--- src/rtl/bpg_pkg.sv ---
package bpg_pkg;

	// Item kinds
	localparam logic [1:0] KIND_START = 2'd0;
	localparam logic [1:0] KIND_MOVE  = 2'd1;
	localparam logic [1:0] KIND_READ  = 2'd2;
	localparam logic [1:0] KIND_NOP   = 2'd3;

	// Configuration register indexes
	localparam logic CFG_WIDTH  = 1'b0;
	localparam logic CFG_HEIGHT = 1'b1;

	localparam int CoordW = 6;
	localparam int DimW   = 7;
	localparam int LimW   = 2 * DimW;

	localparam logic [DimW-1:0] WIDTH_RST  = 7'd7;
	localparam logic [DimW-1:0] HEIGHT_RST = 7'd6;

	// King-move offsets per direction
	localparam logic signed [1:0] STEP_DX [8] = '{-2'sd1, 2'sd0, 2'sd1, -2'sd1,
		2'sd1, -2'sd1, 2'sd0, 2'sd1};
	localparam logic signed [1:0] STEP_DY [8] = '{-2'sd1, -2'sd1, -2'sd1, 2'sd0,
		2'sd0, 2'sd1, 2'sd1, 2'sd1};

	typedef enum logic [3:0] {
		OP_NONE,
		OP_LOAD,
		OP_START,
		OP_RD_IDX,
		OP_CAP_READ,
		OP_RD_END,
		OP_CAP_END,
		OP_SRD,
		OP_SCMP,
		OP_NOHIT,
		OP_FRD_LO,
		OP_FRD_HI,
		OP_FWR_LO,
		OP_FWR_HI,
		OP_APPEND,
		OP_EMIT
	} dp_op_t;

	typedef struct packed {
		logic [1:0] kind;
		logic       move_ok;
		logic       nb_ok;
		logic       cnt_zero;
		logic       cnt_one;
		logic       hit;
		logic       lo_lt_hi;
		logic       out_free;
	} dp_status_t;

	typedef enum logic [3:0] {
		S_IDLE,
		S_DISPATCH,
		S_RD_WAIT,
		S_END_WAIT,
		S_NB_CHK,
		S_SRD,
		S_SCMP,
		S_NOHIT,
		S_FCHK,
		S_FRD_LO,
		S_FRD_HI,
		S_FWR_LO,
		S_FWR_HI,
		S_APPEND,
		S_EMIT
	} ctrl_state_t;

endpackage

--- src/rtl/bpg_ctrl.sv ---
module bpg_ctrl (
	input  logic                clk,
	input  logic                arst_n,
	input  logic                in_valid,
	output logic                in_stall,
	input  bpg_pkg::dp_status_t st,
	output bpg_pkg::dp_op_t     op
);
	import bpg_pkg::*;

	ctrl_state_t state_q, state_d;
	logic        app_q, app_d;

	// State register
	always_ff @(posedge clk or negedge arst_n) begin
		if (!arst_n) begin
			state_q <= S_IDLE;
			app_q   <= 1'b0;
		end else begin
			state_q <= state_d;
			app_q   <= app_d;
		end
	end

	// Next state and datapath command
	always_comb begin
		state_d  = state_q;
		app_d    = app_q;
		op       = OP_NONE;
		in_stall = 1'b1;
		case (state_q)
			S_IDLE: begin
				in_stall = 1'b0;
				app_d    = 1'b0;
				if (in_valid) begin
					op      = OP_LOAD;
					state_d = S_DISPATCH;
				end
			end
			S_DISPATCH: begin
				case (st.kind)
					KIND_START: begin
						op      = OP_START;
						state_d = S_EMIT;
					end
					KIND_READ: begin
						op      = OP_RD_IDX;
						state_d = S_RD_WAIT;
					end
					KIND_MOVE: begin
						if (st.move_ok) begin
							op      = OP_RD_END;
							state_d = S_END_WAIT;
						end else begin
							state_d = S_EMIT;
						end
					end
					default: state_d = S_EMIT;
				endcase
			end
			S_RD_WAIT: begin
				op      = OP_CAP_READ;
				state_d = S_EMIT;
			end
			S_END_WAIT: begin
				op      = OP_CAP_END;
				state_d = S_NB_CHK;
			end
			S_NB_CHK: begin
				if (!st.nb_ok) state_d = S_EMIT;
				else if (st.cnt_zero) state_d = S_NOHIT;
				else state_d = S_SRD;
			end
			S_SRD: begin
				op      = OP_SRD;
				state_d = S_SCMP;
			end
			S_SCMP: begin
				op = OP_SCMP;
				if (st.hit) state_d = S_FCHK;
				else if (st.cnt_one) state_d = S_NOHIT;
				else state_d = S_SRD;
			end
			S_NOHIT: begin
				op      = OP_NOHIT;
				app_d   = 1'b1;
				state_d = S_FCHK;
			end
			S_FCHK: begin
				if (st.lo_lt_hi) state_d = S_FRD_LO;
				else if (app_q) state_d = S_APPEND;
				else state_d = S_EMIT;
			end
			S_FRD_LO: begin
				op      = OP_FRD_LO;
				state_d = S_FRD_HI;
			end
			S_FRD_HI: begin
				op      = OP_FRD_HI;
				state_d = S_FWR_LO;
			end
			S_FWR_LO: begin
				op      = OP_FWR_LO;
				state_d = S_FWR_HI;
			end
			S_FWR_HI: begin
				op      = OP_FWR_HI;
				state_d = S_FCHK;
			end
			S_APPEND: begin
				op      = OP_APPEND;
				state_d = S_EMIT;
			end
			S_EMIT: begin
				if (st.out_free) begin
					op      = OP_EMIT;
					state_d = S_IDLE;
				end
			end
			default: state_d = S_IDLE;
		endcase
	end

endmodule

--- config.mk ---
export PLATFORM = sky130hd
export DESIGN_NAME = bpg_ctrl
export DESIGN_NICKNAME = d
export VERILOG_FILES = /design/src/rtl/bpg_pkg.sv /design/src/rtl/bpg_ctrl.sv
export SDC_FILE = /design/constraint.sdc
export NUM_CORES = 1
export LEC_CHECK = 0
export ABC_AREA = 1
export ABC_CLOCK_PERIOD_IN_PS = 1700
export BUFFER_PORTS_ARGS = -buffer_cell sky130_fd_sc_hd__buf_2
export CAP_MARGIN = 20
export CELL_PAD_IN_SITES_DETAIL_PLACEMENT = 2
export CELL_PAD_IN_SITES_GLOBAL_PLACEMENT = 2
export CORE_ASPECT_RATIO = 0.7
export CORE_MARGIN = 3
export CORE_UTILIZATION = 25
export DETAILED_ROUTE_END_ITERATION = 6
export PLACE_DENSITY_LB_ADDON = 0.3
export RECOVER_POWER = 50
export SYNTH_ARGS = -nofsm -noshare
export SYNTH_HDL_FRONTEND = slang
export SYNTH_SLANG_ARGS = --single-unit
--- constraint.sdc ---
create_clock -name clk -period 1.7 [get_ports clk]
set_input_delay 0.34 -clock clk [delete_from_list [all_inputs] [get_ports clk]]
set_output_delay 0.34 -clock clk [all_outputs]
set_load 0.005 [all_outputs]
==> results of run 1 <==
==> worst min-delay path, stage by stage <==
cell and delay (ps):
buf_2 120, o21ai_1 130, nor2_1 70
==> per-stage QoR <==
step	power, uW	std cells	worst slack [ps]	cell area, um2
6_report	2188	188	-251.1	1089
5_1_grt	2348	188	-276.2	1089
4_1_cts	1771	182	-24.81	972.2
3_5_place_dp	1328	169	-3.081	814.5
3_3_place_gp	1278	169	97.49	814.5
2_1_floorplan	910.8	117	387.3	664.4
==> placed cells by master, fill, tap and decap left out, types with 3 or more instances in the layout <==
master and instances:
nand2_1 20, dfrtp_2 3, nor2_4 6, nand2_2 9, nor2_2 3, inv_2 5
nor2_1 15, ha_1 4, nand3_1 16, nand2_4 5, inv_1 13, clkbuf_8 3
buf_2 15, o21ai_1 4, buf_4 17
==> cells in the mapped netlist <==
cell type | n | area (um2)
a21boi_1 | 1 | 7.510
a21oi_1 | 1 | 5.000
and2_1 | 1 | 6.260
clkinv_1 | 1 | 3.750
dfrtp_1 | 5 | 125.1
ha_1 | 4 | 50.05
inv_1 | 13 | 48.80
inv_2 | 6 | 22.52
nand2_1 | 33 | 123.9
nand2_2 | 1 | 6.260
nand3_1 | 19 | 95.09
nand3b_1 | 1 | 7.510
nand4_1 | 2 | 12.51
nor2_1 | 18 | 67.56
nor2_2 | 2 | 12.51
nor2_4 | 4 | 45.04
o21ai_0 | 1 | 5.000
o21ai_1 | 4 | 20.02
==> per-layer routing <==
layer,wire (um),vias to the layer above,part of all wire [%]
met5,0,-,0
met4,152,0,3.6
met3,265,16,6.3
met2,1935,46,46
met1,1832,476,44
li1,-,443,-
==> final cells by class <==
cell class / instances / area, um2 / share of cell area (%)
flip-flops and latches: 5 / 128.9 / 11.84
inverters: 20 / 78.83 / 7.241
clock buffers: 4 / 45.04 / 4.138
multi-input cells: 92 / 568.0 / 52.18
repair buffers: 35 / 227.7 / 20.92
well taps: 32 / 40.04 / 3.678
==> final timing paths <==
path	slack [ps]	start	depth (start not counted)	to
worst max register to register	20	state_q[1]	9	state_q[0]
worst min register to register	630	app_q	2	app_q
worst min-delay path	490	in_valid	3	state_q[0]
max in group asynchronous	890	arst_n	2	state_q[0]
min in group asynchronous	520	arst_n	2	state_q[1]
worst max-delay path	-250	state_q[1]	8	op[0]
==> where the power goes <==
| part | internal [uW] | switching, uW | leakage (uW) |
|---|---|---|---|
| Combinational | 647 | 989 | 0.000556 |
| Sequential | 189 | 117 | 0.0000586 |
| Clock | 163 | 82.9 | 0.0000228 |
| Total | 999 | 1190 | 0.000637 |
==> registers in the layout, summed over array words and instances, names as in the netlist <==
register and flops:
app_q 1, state_q 4
==> cell families after synthesis <==
logic type | synth area share (%)
compound gates | 5.649
buf+inv | 11.30
simple gates | 56.69
fa+ha+maj | 7.533
flops | 18.83
==> timing repair <==
item | in CTS | in global routing
setup endpoints to repair | 5 | 5
hold endpoints to repair | 5 | 0
hold buffers | 1 | 0
setup buffers | 8 | 6
resized for setup | 16 | 19
pin swaps | 7 | 7
==> impl_metrics.toml, run 1 <==
[run_status]
outcome = "complete, but fails checks"
violations = "negative setup slack"

[routing]
via_count = 981
wire_per_inst_um = 22.27
drc = 0
drt_iter0_markers = 41
wl_um = 4186
final_antenna_net_count = 0
routed_via_density = 5.218
firstDrtPassIters = 4

[critical_path]
required_ps = 1360
slowest_stage = "dfrtp_1"
critPathTopFamily = "simple AND/OR/NAND/NOR gates"
crit_arrival_ps = 1610
slowest_delay_ps = 450
cp_max_fo = 4
cp-end-kind = "output port"
cp-start-kind = "flop"
path_buf_inv = 2
path_class = "flop to output port"
path_cells = "inv_2 > nand2_4 > nor2_4 > nand3_2 > nand2_2 > nor2_2 > nand2_1 > buf_2"

[logic_synthesis]
yosysUniqueCellTypes = 18
yosysSeqAreaShare_pct = 18.83
syn_nets = 133
avgSynthCellArea_um2 = 5.679
synth_seq_cells = 5
ys.warnings.count = 0
syn_area_um2 = 664.4
syn_inst = 117

[grt]
grt_use_met1_pct = 32.04
grt_overflow = 0
grt_max_degree = 8
grtUsageMet3_pct = 5.069
grt_use_total_pct = 25.63
grt_pass1_vias = 1054
antenna_found_initial = 0
grt_pass1_wl_um = 5982
grt-busiest-layer = "met2"
grtUsageMet2_pct = 41.84

[min_path]
hold_class = "primary input to flop"

[clocking]
cts_htree_levels = 1
cts.sinks = 5
path_clk_slew_ps = 50
cts_tree = "done"
clock_path_buffers = 2
worstSkewPairLatency_ps = 240
cts-root-buf = "clkbuf_8"
cts_buffers = 3

[power]
vdd_drop_max_mv = 0.6933
powerDensity_nw_per_um2 = 2010
p_leak_uw = 0.0006370

[timing]
slew_violations = 0
tns_ps = -733.2
clock.fmax_ghz = 0.5125
hold_viol_final = 0
max-slew-margin-rel_pct = 76.83
rsz0062_at_grt = "true"
worstMarginPinSlew_ps = 347.5
layout_setup_ws_ps = -251.1
whs_ps = 487.7
fin_skew_ps = 14.92
post-route-period-util_pct = 114.8
setup_violations = 5
post-route-min-period_ps = 1951

[finish]
drive_above_1_share_pct = 47.44
utilization_pct = 46.72
fillers = 281
nets = 173
n_antenna_cell = 0
syn_to_final_growth_pct = 63.84

[floorplan]
pin_count = 17
initial_core_util_pct = 28.52
die_y_um = 49.13
rows = 14
core_area_um2 = 2330
die_w_um = 67.62
die_area_um2 = 3322

[flow_run]
drv_cap = 0

[placed_design]
place.gp.congestion = 0.8276
portBuffers = 16
place_hpwl_um = 2251
(Power assumes the default switching activity.)
==> run 2: changes to the inputs <==
--- a/config.mk
+++ b/config.mk
@@ -15,7 +15,7 @@
 export CORE_MARGIN = 3
 export CORE_UTILIZATION = 25
 export DETAILED_ROUTE_END_ITERATION = 6
-export PLACE_DENSITY_LB_ADDON = 0.3
+export PLACE_DENSITY_LB_ADDON = 0.1
 export RECOVER_POWER = 50
 export SYNTH_ARGS = -nofsm -noshare
 export SYNTH_HDL_FRONTEND = slang
==> impl_metrics.toml, run 2 (synthesis gave the netlist of run 1 again) <==
[critical_path]
path_class = "flop to output port"
cp-start-kind = "flop"
path_buf_inv = 2
cp.depth = 8
slowest_stage = "dfrtp_1"
cp-end-kind = "output port"
cpMostUsedCell = "nand2_1"
endpoint = "op[0]"
required_ps = 1360
reg2reg_depth = 5
cp_max_fo = 4
crit_arrival_ps = 1390
reg2reg_slack_ps = 320
worstReg2RegStart = "state_q[0]"
slowest_delay_ps = 410
startpoint = "state_q[1]"
reg2reg_to = "state_q[0]"
path_cells = "inv_2 > nand2_4 > nor2_4 > nand3_2 > nand2_1 > nor2_1 > nand2_1 > buf_2"
critPathTopFamily = "simple AND/OR/NAND/NOR gates"

[routing]
wl_um = 2923
wire_per_inst_um = 16.33
drc = 0
routed_via_density = 4.832
firstDrtPassIters = 3
via_count = 865
final_antenna_net_count = 0
drt_iter0_markers = 35

[power]
vdd_drop_max_mv = 0.5283
p_sw_share_pct = 52.84
powerDensity_nw_per_um2 = 1845
intPower_uw = 851.5
p_leak_uw = 0.0005894
combPwrFrac_pct = 71.7
switching_power_uw = 954.1
power_frac_seq_pct = 15.5
p_clk_share_pct = 12.9

[clocking]
worstSkewPairLatency_ps = 230
cts_buffers = 3
cts.sinks = 5
cts-root-buf = "clkbuf_8"
path_clk_slew_ps = 40
cts_tree = "done"
clock_path_buffers = 2
cts_htree_levels = 1

[grt]
antenna_found_initial = 0
grt_overflow = 0
grt_use_total_pct = 19.01
grt-busiest-layer = "met2"
grtUsageMet2_pct = 27.63
grtUsageMet3_pct = 5.069
grt_use_met1_pct = 27.17
grt_pass1_wl_um = 4671
grt_pass1_vias = 931
grt_max_degree = 8

[finish]
layout_common_cells = "nand2_1, nor2_1, nand3_1"
n_antenna_cell = 0
fin_cells = 179
drive_above_1_share_pct = 38.10
regMostFlops = "state_q"
utilization_pct = 42.00
syn_to_final_growth_pct = 47.27
final_common_cell = "nand2_1"
largest_register_ffs = 4
nets = 164
reg.largest.list = "state_q: 4 flops, app_q: 1 flops"
fillers = 298

[floorplan]
die_area_um2 = 3322
die_y_um = 49.13
pin_count = 17
core_area_um2 = 2330
rows = 14
die_w_um = 67.62
initial_core_util_pct = 28.52

[timing]
tns_ps = -43.35
max-slew-margin-rel_pct = 79.34
slew_violations = 0
fin_skew_ps = 5.247
post-route-period-util_pct = 101.9
post-route-min-period_ps = 1733
whs_ps = 446.9
setup_violations = 2
layout_setup_ws_ps = -32.90
worstMarginPinSlew_ps = 309.9
rsz0062_at_grt = "true"
clock.fmax_ghz = 0.5771
hold_viol_final = 0

[run_status]
violations = "negative setup slack"
outcome = "complete, but fails checks"

[placed_design]
place_hpwl_um = 2132
place_inst = 169
portBuffers = 16
place.gp.congestion = 0.8356

[min_path]
hold_class = "primary input to flop"

[flow_run]
drv_cap = 0
[run 2: power groups by stage]
stage	sequential, uW	clock (uW)	combinational [uW]
floorplan	251	0	660
global placement	268	0	1010
detailed placement	275	0	1040
CTS	278	241	1200
global route	285	260	1440
finish	280	232	1290
[run 2: per-stage QoR]
step | total power, uW | instance area (um2) | worst slack, ps
global route | 1985 | 978.4 | -131.9
global placement | 1279 | 814.5 | 100.6
detailed placement | 1317 | 814.5 | 35.98
floorplan | 910.8 | 664.4 | 387.3
CTS | 1720 | 942.2 | -9.653
finish | 1806 | 978.4 | -32.90
[run 2: routing by layer]
layer,vias to the layer above,part of all wire (%)
li1,423,-
met1,427,52
met2,13,44
met3,2,2.8
met4,0,0.38
met5,-,0
[run 2: worst reg2reg max path, cell delays in order (launching register included)]
cell and delay (ps):
dfrtp_2 460, nor2_4 220, buf_4 180, nand3b_1 180, o21ai_1 150, nor2_1 70
[run 2: worst min-delay path by stage]
stage	from	to	cells after the start	slack (ps)
after floorplan	arst_n	app_q	0	40
after global placement	arst_n	state_q[3]	1	150
after detailed placement	arst_n	state_q[1]	1	160
after CTS	in_valid	state_q[0]	3	430
after global routing	in_valid	state_q[0]	3	470
final	in_valid	state_q[0]	3	450
[run 2: cell type report]
cell class                 count  area, um2  area share [%]
sequential                     5      128.9           13.17
clock buffer                   4      45.04           4.604
tap                           32      40.04           4.092
inverter                      20      81.33           8.312
timing repair buffer          26      156.4           15.98
multi-input combinational     92      526.8           53.84
[run 2: what timing repair did]
item | in CTS | in global routing
pin swaps | 4 | 4
resized for setup | 16 | 9
setup buffers | 4 | 1
endpoints found under the hold margin | 5 | 0
hold buffers | 1 | 0
setup endpoints to repair | 5 | 5
